===== src/rtl/core/kct_regfile.sv =====
// Scratch memory of the tracker: covariance and temporaries, 64 x 64 bits.
// One write port, two registered read ports. Uses nothing else.
module kct_regfile (
  input  logic        clk_i,
  input  logic        wr_en_i,
  input  logic [5:0]  wr_addr_i,
  input  logic [63:0] wr_data_i,
  input  logic [5:0]  rd_addr_a_i,
  input  logic [5:0]  rd_addr_b_i,
  output logic [63:0] rd_data_a_o,
  output logic [63:0] rd_data_b_o
);

  logic [63:0] mem [64];

  always_ff @(posedge clk_i) begin
    if (wr_en_i) mem[wr_addr_i] <= wr_data_i;
    rd_data_a_o <= mem[rd_addr_a_i];
    rd_data_b_o <= mem[rd_addr_b_i];
  end

endmodule


===== config.mk =====
export PLATFORM = sky130hd
export DESIGN_NAME = kct_regfile
export DESIGN_NICKNAME = d
export VERILOG_FILES = /design/src/rtl/core/kct_regfile.sv
export SDC_FILE = /design/constraint.sdc
export NUM_CORES = 2
export LEC_CHECK = 0
export BUFFER_PORTS_ARGS = -buffer_cell sky130_fd_sc_hd__buf_2
export CORE_UTILIZATION = 53
export DETAILED_ROUTE_END_ITERATION = 8
export PLACE_DENSITY = 0.69
export SLEW_MARGIN = 5
export SYNTH_ARGS = -nofsm -noshare
export SYNTH_HDL_FRONTEND = slang
export SYNTH_SLANG_ARGS = --single-unit

===== constraint.sdc =====
create_clock -name clk_i -period 16.14 [get_ports clk_i]
set_input_delay 1.614 -clock clk_i [delete_from_list [all_inputs] [get_ports clk_i]]
set_output_delay 1.614 -clock clk_i [all_outputs]
set_load 0.03 [all_outputs]

==> summary.md <==
| Metric | Value |
|---|---|
| Setup violators final | 0 |
| Post-Synthesis Cells | 8841 |
| Setup Buffers After CTS | 0 |
| Relative slew slack | 0.04320 |
| H-tree depth | 5 |
| Commonest cells after routing, fill and taps aside | edfxtp_1, mux4_2, o22ai_1 |
| CP startpoint | rd_addr_b_i[0] |
| Synthesized area | 187800 um^2 |
| Drt total wl | 674500 um |
| Num CTS Buffers | 438 |
| Die area | 356700 um^2 |
| Net Count, Synth | 8925 |
| GRT Overall Usage | 0.3787 |
| Buffer depth of the longest clock path | 4 |
| RR Startpoint | mem[43][7] |
| Worst Hold Path Cells | 4 |
| Max VDD drop | 0.00009720 V |
| Core Util, Final | 0.5943 |
| Worst setup SP type | primary input |
| P&R area growth vs syn | 11.60% |
| Hold path start | mem[37][61] |
| Kind of critical path | in -> reg |
| Reg clk slew, reported paths | 0.06 ns |
| Syn avg cell area | 21.24 um^2 |
| Setup slack, reg-to-reg | 13.63 ns |
| Cell area after layout | 209600 um^2 |
| Antenna viol nets, final | 0 |
| Synth area leaders | edfxtp_1, mux4_2, o22ai_1, dfxtp_1, mux2i_1 |
| Status | completed |
| Die height | 597.3 um |
| Clk_lat worst skew | 1.04 ns |
| Worst slew pin tran | 1.435 ns |
| Total grt overflow | 0 |
| R2r endpoint | rd_data_a_o[7] |
| DR iter-0 viols | 21170 |
| Top cell type's share of synthesized area | 0.6549 |
| Worst min path class | reg -> reg |
| TritonCTS clock tree | done |
| Critical Path AT | 6.54 ns |
| Number of global-route vias before repair | 112100 |
| Residual DRC | 0 |
| Layout cells sized above 1 | 0.3563 |
| Placed cells | 13370 |
| Register-to-Register Path Depth | 5 |
| CP required | 17.03 ns |
| Clock Tree Root | clkbuf_16 |
| Dpl hpwl | 374600 um |
| Drt first pass iters | 6 |
| Sinks on Clock Net | 4224 |
| GP Congestion | 0.8929 |
| Final Critical Period | 5.651 ns |
| Multi-input logic area | 59140 um^2 |
| YS warnings | 0 |
| Post-Route Skew | 0.04991 ns |
| Most common cell after layout, fill and taps aside | edfxtp_1 |
| #FFs+latches synth | 4224 |
| Max Clk Rate | 177.0 MHz |
| Total power draw | 24720 uW |
| Yosys top cell by area | edfxtp_1 |
| Finished Layout Cells | 14320 |
| Setup crit end kind | register |
| Leak | 0.06471 uW |
| PortBufs | 211 |
| Final hold viol count | 0 |
| Final net count | 9161 |
| Die Width | 597.3 um |
| Hold_buf cts | 0 |
| Sequential Area | 125600 um^2 |
| Setup TNS | 0 ns |
| Max cap viols | 0 |
| # fillers | 24750 |
| Core area | 352700 um^2 |
| CP max FO | 91 |
| Slew Viols, Final | 0 |
| Routed vias | 113200 |
| Seq/Total Area, Yosys | 0.6685 |
| Initial core utilization | 0.5325 |
| RSZ-0062 raised after global routing | false |
| Initial antenna violation count | 85 |
| Synth unique cells | 42 |
| Post-CTS Resized | 0 |
| Largest net degree at the start of global routing | 119 |
| IO Pins | 212 |
| WL per Instance | 47.11 um |
| Power Density | 118.0 nW/um^2 |
| Worst Hold End | rd_data_b_o[61] |
| Fin crit share | 0.3501 |
| First-pass GRT wire length | 919000 um |
| Row count | 218 |
| Via/cell ratio | 7.904 |
| Placed cell areas | 194500 um^2 |
==> worst max-delay path, cell delays in order <==
cell and delay, ns:
buf_12 0.56, buf_12 0.55, buf_4 0.53, buf_4 0.62, buf_4 0.82, mux4_2 0.62
mux2i_1 0.19, nand2_1 0.09, a31oi_1 0.47, a21oi_1 0.12
==> how the worst max path moves through the flow <==
stage	endpoint	depth (start not counted)
after floorplan	mem[48][0]	4
after global placement	rd_data_b_o[21]	10
after detailed placement	rd_data_b_o[21]	10
after CTS	rd_data_b_o[21]	10
after global routing	rd_data_b_o[21]	10
final	rd_data_b_o[21]	10
==> power breakdown <==
| group | switching, uW | leakage, uW | internal, uW | total, uW |
|---|---|---|---|---|
| registers | 115 | 0.0379 | 12200 | 12300 |
| clock network | 4440 | 0.00720 | 6030 | 10500 |
| logic | 1260 | 0.0196 | 717 | 1980 |
| total | 5820 | 0.0647 | 18900 | 24700 |
==> registers in the layout (all words and copies together) (netlist names) <==
register and flops:
mem 4096, rd_data_a_o 64, rd_data_b_o 64
==> layout make-up <==
type	count	share of cell area
inverter	1	0.00002985
multi-input combinational	3874	0.2821
antenna	127	0.001516
sequential	4224	0.5991
clock buffer	551	0.05591
timing repair buffer	538	0.01857
clock inverter	274	0.01452
tap	4730	0.02824
==> cells in the mapped netlist (all sizes together) <==
master   number
o221ai       73
a32oi         5
nand2b       18
a21oi       128
nand3b        5
a22oi        37
a221oi      153
or2           6
nand3        18
nor3         63
mux4       2016
edfxtp     4096
nand4b        2
clkbuf      297
nor4         55
nor2        164
or3           1
a211oi       79
o211a         5
a31oi        14
buf         445
and2          3
or4           3
o22ai       533
nand2        39
a2111oi      12
o22a         51
nor2b        30
a22o        136
nand4         8
or3b          3
inv           1
o21ai         8
mux2         16
mux2i       177
dfxtp       128
a311oi       13
==> routing by layer <==
layer / track usage / up-vias / routed length [um]
li1: - / 40270 / -
met1: 0.5043 / 59790 / 219100
met5: 0.0002705 / - / 338
met3: 0.1303 / 2088 / 111200
met2: 0.5483 / 10980 / 300500
met4: 0.2149 / 46 / 43300
==> kinds of logic (layout without fill, tap and decap cells) <==
family          count (synthesis)  after routing  synth area share
other cells                     0            127                 0
mux                          2209           2209            0.2521
simple gates                  418            418           0.01080
buf+inv                       743           1364           0.02048
compound gates               1247           1247           0.04804
flops                        4224           4224            0.6685
==> per-stage QoR <==
step	setup WS, ns	hold slack, ns
2_1_floorplan	9.116	0.7765
3_3_place_gp	9.492	0.8471
3_5_place_dp	9.428	0.8487
4_1_cts	10.50	0.8524
5_1_grt	10.19	0.9003
6_report	10.49	0.8544
(Power assumes the default switching activity.)
