[src/rtl/core/kct_pkg.sv]
// Package for the constant-velocity Kalman tracker: micro-op encoding,
// operand address map, program ROM and shared fixed-point helpers.
// No dependencies.
package kct_pkg;

  typedef logic [6:0] addr_t;

  typedef enum logic [2:0] {
    K_NOP,
    K_ADD,
    K_SUB,
    K_MUL,
    K_MUL16,
    K_DIV,
    K_CHKZ
  } kind_e;

  typedef struct packed {
    kind_e kind;
    addr_t src_a;
    addr_t src_b;
    addr_t dst;
    logic  last;
  } uop_t;

  typedef struct packed {
    logic  start;
    kind_e kind;
  } alu_req_t;

  typedef enum logic [2:0] {
    ST_IDLE,
    ST_FETCH,
    ST_EXEC,
    ST_WAIT,
    ST_OUT
  } seq_state_e;

  typedef enum logic [2:0] {
    AS_IDLE,
    AS_MUL,
    AS_DIV,
    AS_FIN,
    AS_DONE
  } alu_state_e;

  localparam logic CFG_PROCESS_NOISE     = 1'b0;
  localparam logic CFG_MEASUREMENT_NOISE = 1'b1;
  localparam logic OP_PREDICT            = 1'b0;

  localparam logic [31:0] NOISE_RESET = 32'h0001_0000;

  // Scratch memory map (0..63)
  localparam int A_P   = 0;
  localparam int A_T   = 16;
  localparam int A_T2  = 17;
  localparam int A_S00 = 18;
  localparam int A_S01 = 19;
  localparam int A_S10 = 20;
  localparam int A_S11 = 21;
  localparam int A_DET = 22;
  localparam int A_INV = 23;
  localparam int A_K   = 27;
  localparam int A_IN0 = 35;
  localparam int A_IN1 = 36;
  localparam int A_NP  = 37;

  // Register operands (bit 6 set)
  localparam int A_EST0 = 64;
  localparam int A_EST1 = 65;
  localparam int A_EST2 = 66;
  localparam int A_EST3 = 67;
  localparam int A_MX   = 68;
  localparam int A_MY   = 69;
  localparam int A_DT16 = 70;
  localparam int A_DT   = 71;
  localparam int A_Q    = 72;
  localparam int A_R    = 73;
  localparam int A_ZERO = 74;
  localparam int A_ONE  = 75;

  localparam int PRED_BASE = 0;
  localparam int INIT_BASE = 40;
  localparam int UPD_BASE  = 60;

  localparam logic signed [63:0] S64_MAX = {1'b0, {63{1'b1}}};
  localparam logic signed [63:0] S64_MIN = {1'b1, {63{1'b0}}};

  function automatic uop_t mk(input kind_e kind, input int a, input int b, input int d,
                              input logic last);
    uop_t u;
    u.kind  = kind;
    u.src_a = 7'(a);
    u.src_b = 7'(b);
    u.dst   = 7'(d);
    u.last  = last;
    return u;
  endfunction

  function automatic logic [31:0] sat32(input logic signed [63:0] v);
    logic [31:0] r;
    if (v[63:31] == {33{v[63]}}) r = v[31:0];
    else r = v[63] ? 32'h8000_0000 : 32'h7FFF_FFFF;
    return r;
  endfunction

  // Micro-program: predict, first update, regular update.
  function automatic uop_t prog_rom(input logic [7:0] pc);
    int   n, k, g, i, j, m;
    uop_t u;
    n = int'(pc);
    u = mk(K_NOP, A_ZERO, A_ZERO, A_ZERO, 1'b1);
    if (n < INIT_BASE) begin
      if (n < 4) begin
        i = n >> 1;
        if ((n & 1) == 0) u = mk(K_MUL16, A_EST2 + i, A_DT16, A_T, 1'b0);
        else u = mk(K_ADD, A_EST0 + i, A_T, A_EST0 + i, 1'b0);
      end else if (n < 20) begin
        k = n - 4; j = k >> 2; m = k & 3;
        case (m)
          0: u = mk(K_MUL, A_P + 8 + j, A_DT, A_T, 1'b0);
          1: u = mk(K_ADD, A_P + j, A_T, A_P + j, 1'b0);
          2: u = mk(K_MUL, A_P + 12 + j, A_DT, A_T, 1'b0);
          default: u = mk(K_ADD, A_P + 4 + j, A_T, A_P + 4 + j, 1'b0);
        endcase
      end else if (n < 36) begin
        k = n - 20; i = k >> 2; m = k & 3;
        case (m)
          0: u = mk(K_MUL, A_P + 4 * i + 2, A_DT, A_T, 1'b0);
          1: u = mk(K_ADD, A_P + 4 * i, A_T, A_P + 4 * i, 1'b0);
          2: u = mk(K_MUL, A_P + 4 * i + 3, A_DT, A_T, 1'b0);
          default: u = mk(K_ADD, A_P + 4 * i + 1, A_T, A_P + 4 * i + 1, 1'b0);
        endcase
      end else begin
        i = n - 36;
        u = mk(K_ADD, A_P + 5 * i, A_Q, A_P + 5 * i, i == 3);
      end
    end else if (n < UPD_BASE) begin
      k = n - INIT_BASE;
      if (k == 0) u = mk(K_ADD, A_MX, A_ZERO, A_EST0, 1'b0);
      else if (k == 1) u = mk(K_ADD, A_MY, A_ZERO, A_EST1, 1'b0);
      else if (k < 4) u = mk(K_ADD, A_ZERO, A_ZERO, A_EST0 + k, 1'b0);
      else begin
        k = k - 4;
        if (k == 0 || k == 5 || k == 10 || k == 15)
          u = mk(K_ADD, A_ONE, A_ZERO, A_P + k, k == 15);
        else u = mk(K_ADD, A_ZERO, A_ZERO, A_P + k, 1'b0);
      end
    end else begin
      k = n - UPD_BASE;
      if (k < 14) begin
        case (k)
          0:  u = mk(K_ADD, A_P + 0, A_R, A_S00, 1'b0);
          1:  u = mk(K_ADD, A_P + 1, A_ZERO, A_S01, 1'b0);
          2:  u = mk(K_ADD, A_P + 4, A_ZERO, A_S10, 1'b0);
          3:  u = mk(K_ADD, A_P + 5, A_R, A_S11, 1'b0);
          4:  u = mk(K_MUL, A_S00, A_S11, A_T, 1'b0);
          5:  u = mk(K_MUL, A_S01, A_S10, A_T2, 1'b0);
          6:  u = mk(K_SUB, A_T, A_T2, A_DET, 1'b0);
          7:  u = mk(K_CHKZ, A_DET, A_ZERO, A_ZERO, 1'b0);
          8:  u = mk(K_DIV, A_S11, A_DET, A_INV, 1'b0);
          9:  u = mk(K_SUB, A_ZERO, A_S01, A_T, 1'b0);
          10: u = mk(K_DIV, A_T, A_DET, A_INV + 1, 1'b0);
          11: u = mk(K_SUB, A_ZERO, A_S10, A_T, 1'b0);
          12: u = mk(K_DIV, A_T, A_DET, A_INV + 2, 1'b0);
          default: u = mk(K_DIV, A_S00, A_DET, A_INV + 3, 1'b0);
        endcase
      end else if (k < 46) begin
        g = (k - 14) >> 2; m = (k - 14) & 3; i = g >> 1; j = g & 1;
        case (m)
          0: u = mk(K_MUL, A_P + 4 * i, A_INV + j, A_T, 1'b0);
          1: u = mk(K_MUL, A_P + 4 * i + 1, A_INV + 2 + j, A_T2, 1'b0);
          2: u = mk(K_ADD, A_T, A_T2, A_K + g, 1'b0);
          default: u = mk(K_NOP, A_ZERO, A_ZERO, A_ZERO, 1'b0);
        endcase
      end else if (k < 50) begin
        case (k - 46)
          0: u = mk(K_ADD, A_EST0, A_ZERO, A_T, 1'b0);
          1: u = mk(K_SUB, A_MX, A_T, A_IN0, 1'b0);
          2: u = mk(K_ADD, A_EST1, A_ZERO, A_T, 1'b0);
          default: u = mk(K_SUB, A_MY, A_T, A_IN1, 1'b0);
        endcase
      end else if (k < 66) begin
        i = (k - 50) >> 2; m = (k - 50) & 3;
        case (m)
          0: u = mk(K_MUL, A_K + 2 * i, A_IN0, A_T, 1'b0);
          1: u = mk(K_MUL, A_K + 2 * i + 1, A_IN1, A_T2, 1'b0);
          2: u = mk(K_ADD, A_T, A_T2, A_T, 1'b0);
          default: u = mk(K_ADD, A_EST0 + i, A_T, A_EST0 + i, 1'b0);
        endcase
      end else if (k < 130) begin
        g = (k - 66) >> 2; m = (k - 66) & 3; i = g >> 2; j = g & 3;
        case (m)
          0: u = mk(K_MUL, A_K + 2 * i, A_P + j, A_T, 1'b0);
          1: u = mk(K_SUB, A_P + 4 * i + j, A_T, A_T2, 1'b0);
          2: u = mk(K_MUL, A_K + 2 * i + 1, A_P + 4 + j, A_T, 1'b0);
          default: begin
            // rows 0 and 1 are still read later: park them
            if (i < 2) u = mk(K_SUB, A_T2, A_T, A_NP + 4 * i + j, 1'b0);
            else u = mk(K_SUB, A_T2, A_T, A_P + 4 * i + j, 1'b0);
          end
        endcase
      end else if (k < 138) begin
        g = k - 130;
        u = mk(K_ADD, A_NP + g, A_ZERO, A_P + g, g == 7);
      end
    end
    return u;
  endfunction

endpackage

[src/rtl/core/kct_alu.sv]
// Shared arithmetic unit: saturating add/subtract, multi-cycle Q-format
// multiply (32x32 partial products) and bit-serial divide. Uses kct_pkg.
module kct_alu
  import kct_pkg::*;
(
  input  logic               clk_i,
  input  logic               rst_ni,
  input  alu_req_t           req_i,
  input  logic signed [63:0] a_i,
  input  logic signed [63:0] b_i,
  output logic               done_o,
  output logic signed [63:0] res_o
);

  alu_state_e st_q, st_d;
  kind_e       kind_q;
  logic [6:0]  cnt_q;
  logic [63:0] x_q, y_q, pp_q, q_q, rem_q;
  logic [127:0] acc_q, dvd_q;
  logic        neg_q, ovf_q;
  logic signed [63:0] res_q;

  logic [63:0]        mag_a, mag_b, fin_mag;
  logic signed [64:0] sum;
  logic [63:0]        sum_sat;
  logic [2:0]         pcnt;
  logic [127:0]       pp_sh;
  logic [64:0]        remx;
  logic               fin_ovf;
  logic signed [63:0] fin_res;

  assign mag_a = a_i[63] ? 64'(-a_i) : a_i;
  assign mag_b = b_i[63] ? 64'(-b_i) : b_i;

  always_comb begin
    if (req_i.kind == K_SUB) sum = {a_i[63], a_i} - {b_i[63], b_i};
    else sum = {a_i[63], a_i} + {b_i[63], b_i};
    if (sum[64] != sum[63]) sum_sat = sum[64] ? S64_MIN : S64_MAX;
    else sum_sat = sum[63:0];
  end

  // align the previous partial product
  always_comb begin
    pcnt = cnt_q[2:0] - 3'd1;
    case (pcnt)
      3'd0:    pp_sh = {64'b0, pp_q};
      3'd3:    pp_sh = {pp_q, 64'b0};
      default: pp_sh = {32'b0, pp_q, 32'b0};
    endcase
  end

  assign remx = {rem_q, dvd_q[127]};

  always_comb begin
    if (kind_q == K_DIV) begin
      fin_mag = q_q;
      fin_ovf = ovf_q;
    end else if (kind_q == K_MUL16) begin
      fin_mag = acc_q[79:16];
      fin_ovf = |acc_q[127:80];
    end else begin
      fin_mag = acc_q[95:32];
      fin_ovf = |acc_q[127:96];
    end
    if (fin_ovf) fin_res = neg_q ? S64_MIN : S64_MAX;
    else if (neg_q) fin_res = fin_mag[63] ? S64_MIN : 64'(-fin_mag);
    else fin_res = fin_mag[63] ? S64_MAX : fin_mag;
  end

  always_comb begin
    st_d = st_q;
    case (st_q)
      AS_IDLE: begin
        if (req_i.start) begin
          case (req_i.kind)
            K_MUL, K_MUL16: st_d = AS_MUL;
            K_DIV:          st_d = AS_DIV;
            default:        st_d = AS_DONE;
          endcase
        end
      end
      AS_MUL:  if (cnt_q == 7'd4) st_d = AS_FIN;
      AS_DIV:  if (cnt_q == 7'd127) st_d = AS_FIN;
      AS_FIN:  st_d = AS_DONE;
      AS_DONE: st_d = AS_IDLE;
      default: st_d = AS_IDLE;
    endcase
  end

  always_comb begin
    done_o = (st_q == AS_DONE);
    res_o  = res_q;
  end

  always_ff @(posedge clk_i or negedge rst_ni) begin
    if (!rst_ni) st_q <= AS_IDLE;
    else st_q <= st_d;
  end

  always_ff @(posedge clk_i) begin
    case (st_q)
      AS_IDLE: begin
        if (req_i.start) begin
          kind_q <= req_i.kind;
          neg_q  <= a_i[63] ^ b_i[63];
          x_q    <= mag_a;
          y_q    <= mag_b;
          cnt_q  <= '0;
          acc_q  <= '0;
          ovf_q  <= 1'b0;
          q_q    <= '0;
          rem_q  <= '0;
          dvd_q  <= {32'b0, mag_a, 32'b0};
          res_q  <= sum_sat;
        end
      end
      AS_MUL: begin
        if (cnt_q[2:0] != 3'd4)
          pp_q <= (cnt_q[1] ? x_q[63:32] : x_q[31:0]) * (cnt_q[0] ? y_q[63:32] : y_q[31:0]);
        if (cnt_q[2:0] != 3'd0) acc_q <= acc_q + pp_sh;
        cnt_q <= cnt_q + 7'd1;
      end
      AS_DIV: begin
        dvd_q <= {dvd_q[126:0], 1'b0};
        if (q_q[63]) ovf_q <= 1'b1;
        if (remx >= {1'b0, y_q}) begin
          rem_q <= 64'(remx - {1'b0, y_q});
          q_q   <= {q_q[62:0], 1'b1};
        end else begin
          rem_q <= remx[63:0];
          q_q   <= {q_q[62:0], 1'b0};
        end
        cnt_q <= cnt_q + 7'd1;
      end
      AS_FIN:  res_q <= fin_res;
      default: ;
    endcase
  end

endmodule
[config.mk]
export PLATFORM = sky130hd
export DESIGN_NAME = kct_alu
export DESIGN_NICKNAME = d
export VERILOG_FILES = /design/src/rtl/core/kct_pkg.sv /design/src/rtl/core/kct_alu.sv
export SDC_FILE = /design/constraint.sdc
export NUM_CORES = 2
export LEC_CHECK = 0
export BUFFER_PORTS_ARGS = -buffer_cell sky130_fd_sc_hd__buf_2
export CORE_ASPECT_RATIO = 2
export CORE_UTILIZATION = 40
export CTS_BUF_LIST = sky130_fd_sc_hd__clkbuf_8
export DETAILED_ROUTE_END_ITERATION = 8
export GPL_ROUTABILITY_DRIVEN = 1
export GPL_TIMING_DRIVEN = 0
export SLEW_MARGIN = 0
export SYNTH_ARGS = -nofsm -noshare
export SYNTH_HDL_FRONTEND = slang
export SYNTH_SLANG_ARGS = --single-unit
[constraint.sdc]
create_clock -name clk_i -period 13.7 [get_ports clk_i]
set_input_delay 2.74 -clock clk_i [delete_from_list [all_inputs] [get_ports clk_i]]
set_output_delay 2.74 -clock clk_i [all_outputs]
set_load 0.1 [all_outputs]
==> summary.md <==
| Metric | Value |
|---|---|
| Cell row count | between 200 and 250 |
| Post-Syn Instances | between 9k and 10k |
| Hold_sp | dvd_q[126] |
| Critical Path Most Common Cell | fa_1 |
| Synth-to-layout area growth | 8.93% |
| Launching element of the worst setup path | cnt_q[1] |
| Final Hold Fails | 0 |
| Htree depth | 3 |
| Width of the chip | 320 um |
| Ranking of synthesized cells by area | edfxtp_1 23%, fa_1 22%, ha_1 8.2% |
| DR pass1 iterations | 7 |
| Top FF cell, synth | edfxtp_1 |
| Max FO, Critical Path | 10 |
| R2R Path Start | cnt_q[1] |
| Vias | 72.9k |
| Gr usage total | 0.399 |
| Mean Syn Cell Area | approximately 8.8 sq um |
| Max-Cap Viols | 8 |
| Routed Antenna Nets | 0 |
| Slowest cell on crit path | o21ai_0 |
| WL per Instance | ~34 um |
| Cts hold-fix bufs | 0 |
| Setup violators final | 0 |
| RSZ-0062 raised after global routing | no |
| Clock-pin slew on the worst setup and hold paths | 0.07 ns |
| Die Y | about 640 um |
| CP Class | flop to flop |
| Status | finished with violations |
| Top-area cell type share of the netlist area | 0.230 |
| Min Hold Slack | between 0.5 and 0.6 ns |
| Async S/R FF share, synth | 0.00482 |
| # port buffers | 186 |
| Period Utilization, post-route | 0.980 |
| Highest-count cells in the layout ignoring fill and taps | 1156 x nor2_1, 1082 x inv_1, 1000 x nand2_1, 899 x fa_1, 620 x edfxtp_1 |
| Crit path time final | approximately 13 ns |
| Worst skew pair latency | 0.91 ns |
| Final Cell Area | a little under 90000 sq um |
| Nets | roughly 11k |
| Io pins | around 200 |
| TritonCTS clock tree | built |
| #FFs+latches synth | slightly above 600 |
| Number of synthesized flops with an enable pin | 620 |
| Min-delay worst type | flop to flop |
| Cell Area, Synth | between 80000 and 90000 sq um |
| DRC viols | 0 |
| Data required, critical path | roughly 14 ns |
| CTS Buffer Depth | 3 |
| Data arrival, critical path | 14.02 ns |
| Failing checks | capacitance limit, slew limit |
| Crit path largest cell delay | approximately 1.0 ns |
| Yosys top cell by area | edfxtp_1 |
| Syn nets | around 11k |
| Worst Setup Start Kind | flop |
| Critical Path End Type | flop |
| Max_slew headroom | -0.0657 |
| Initial core utilization | 0.402 |
| Seq/Total Area, Yosys | 0.231 |
| Vias/cell | approximately 6 |
| Core area | slightly above 200000 sq um |
| Vias in the first global route | about 75k |
| First-pass GRT wire length | about 560000 um |
| Cell variety after synth | 91 |
| Commonest non-fill, non-tap cell in the layout | nor2_1 |
| CTS Buf Count | just under 100 |
| # fillers | about 20k |
| Gp weighted congestion | 1.14 |
| CTS sink count | 623 |
| Root buf cell | clkbuf_8 |
| Die area | 204000 sq um |
| Synth Warn # | 0 |
| Pins over their slew limit | 34 |
| DRT iter0 DRCs | roughly 6.3k |
| Slew @ Worst Pin | 1.55 ns |
| Global route overflow | 0 |
| Initial antenna violation count | a little under 60 |
| Cell family with the largest share of critical-path delay | adder cells |
| Worst Path Buf+Inv | 8 |
| Post-Route WL | 409000 um |
| Share of layout cells above drive strength 1 | 0.0617 |
| Placed cell areas | 85900 sq um |
| Skew final | 0.125 ns |
| DP Wirelength | 339000 um |
| Fmax | about 0.074 GHz |
| Largest net degree at the start of global routing | 92 |
[state kept, by name, indices dropped and copies added, names as in the netlist, 3 cells and up]
signal / cells
x_q: 64
kind_q: 3
cnt_q: 7
q_q: 64
pp_q: 64
dvd_q: 96
rem_q: 64
acc_q: 128
res_o: 64
st_q: 3
y_q: 64
[layer usage]
| metal | vias up | GRT usage | part of all wire |
|---|---|---|---|
| li1 | 31413 | - | - |
| met1 | 36268 | 0.385 | 0.31 |
| met2 | 3751 | 0.688 | 0.49 |
| met3 | 1444 | 0.0710 | 0.065 |
| met4 | 34 | 0.428 | 0.13 |
| met5 | - | 0 | 0.00051 |
[final timing paths]
kind | slack [ns] | depth (start not counted) | endpoint
min | 0.51 | 1 | dvd_q[127]
max | 0.28 | 30 | pp_q[63]
max in group asynchronous | 11.96 | 1 | st_q[2]
min reg2reg | 0.51 | 1 | dvd_q[127]
min in group asynchronous | 1.64 | 1 | st_q[0]
max reg2reg | 0.28 | 30 | pp_q[63]
[kinds of logic after synthesis]
| kind of cell | share of synthesized area |
|---|---|
| fa+ha+maj | 0.304 |
| xor+xnor | 0.0534 |
| flops | 0.231 |
| mux | 0.0336 |
| compound gates | 0.135 |
| buf+inv | 0.0726 |
| simple gates | 0.170 |
[synthesized netlist by cell type (25+ instances only)]
cell,number
edfxtp_1,620
nor3_1,98
mux2i_1,155
a21oi_1,558
nand3_1,105
a31oi_1,46
nor4_1,54
and2_1,129
buf_1,25
nor2_1,1157
ha_1,527
nor2b_1,26
mux2_2,103
and3_1,108
o21a_1,45
o211ai_1,37
o21ai_1,26
a21o_1,212
or2_2,25
o21bai_1,83
nand2_1,1002
a22o_1,68
xnor2_1,324
clkbuf_1,448
a211oi_1,44
xor2_1,169
o31ai_1,68
inv_1,1060
a21boi_0,31
fa_1,899
or3_1,49
nand4_1,144
o21ai_0,324
nand2b_1,65
[stage by stage]
step	utilization	instances	setup slack (ns)	TNS (ns)
4_1_cts	0.437	12126	0.502	0
3_3_place_gp	0.422	11905	-4.93	-626.56
5_1_grt	0.437	12145	0.169	0
6_report	0.438	12167	0.276	0
2_1_floorplan	-	9134	2.24	0
3_5_place_dp	0.427	11949	0.564	0
[area by class of cell]
cell class	count	area [sq um]	share of cell area
diodes	40	100	0.00114
flip-flops and latches	623	18700	0.212
well taps	2585	3230	0.0367
repair buffers	231	1620	0.0184
plain buffers	493	1880	0.0213
multi-input cells	6955	56500	0.642
inverters	1063	4000	0.0454
clock buffers	99	1360	0.0155
clock inverters	78	654	0.00743
[worst register-to-register path: cells and delay by family, from the launching register on]
kind	cells	cell delay (ns)
fa+ha+maj	9	4.51
mux	1	0.93
simple gates	5	1.75
buf+inv	8	2.95
flops	1	0.36
xor+xnor	1	0.15
compound gates	6	2.47
[repair_timing]
item	CTS	global route
gates resized for setup	0	1
endpoints found under the hold margin	0	0
setup buffers	0	0
endpoints found under the setup margin	0	1
Power is left out: the tool's default activity adds up to more than one toggle a clock period on the data nets, which glitch-free logic cannot reach.
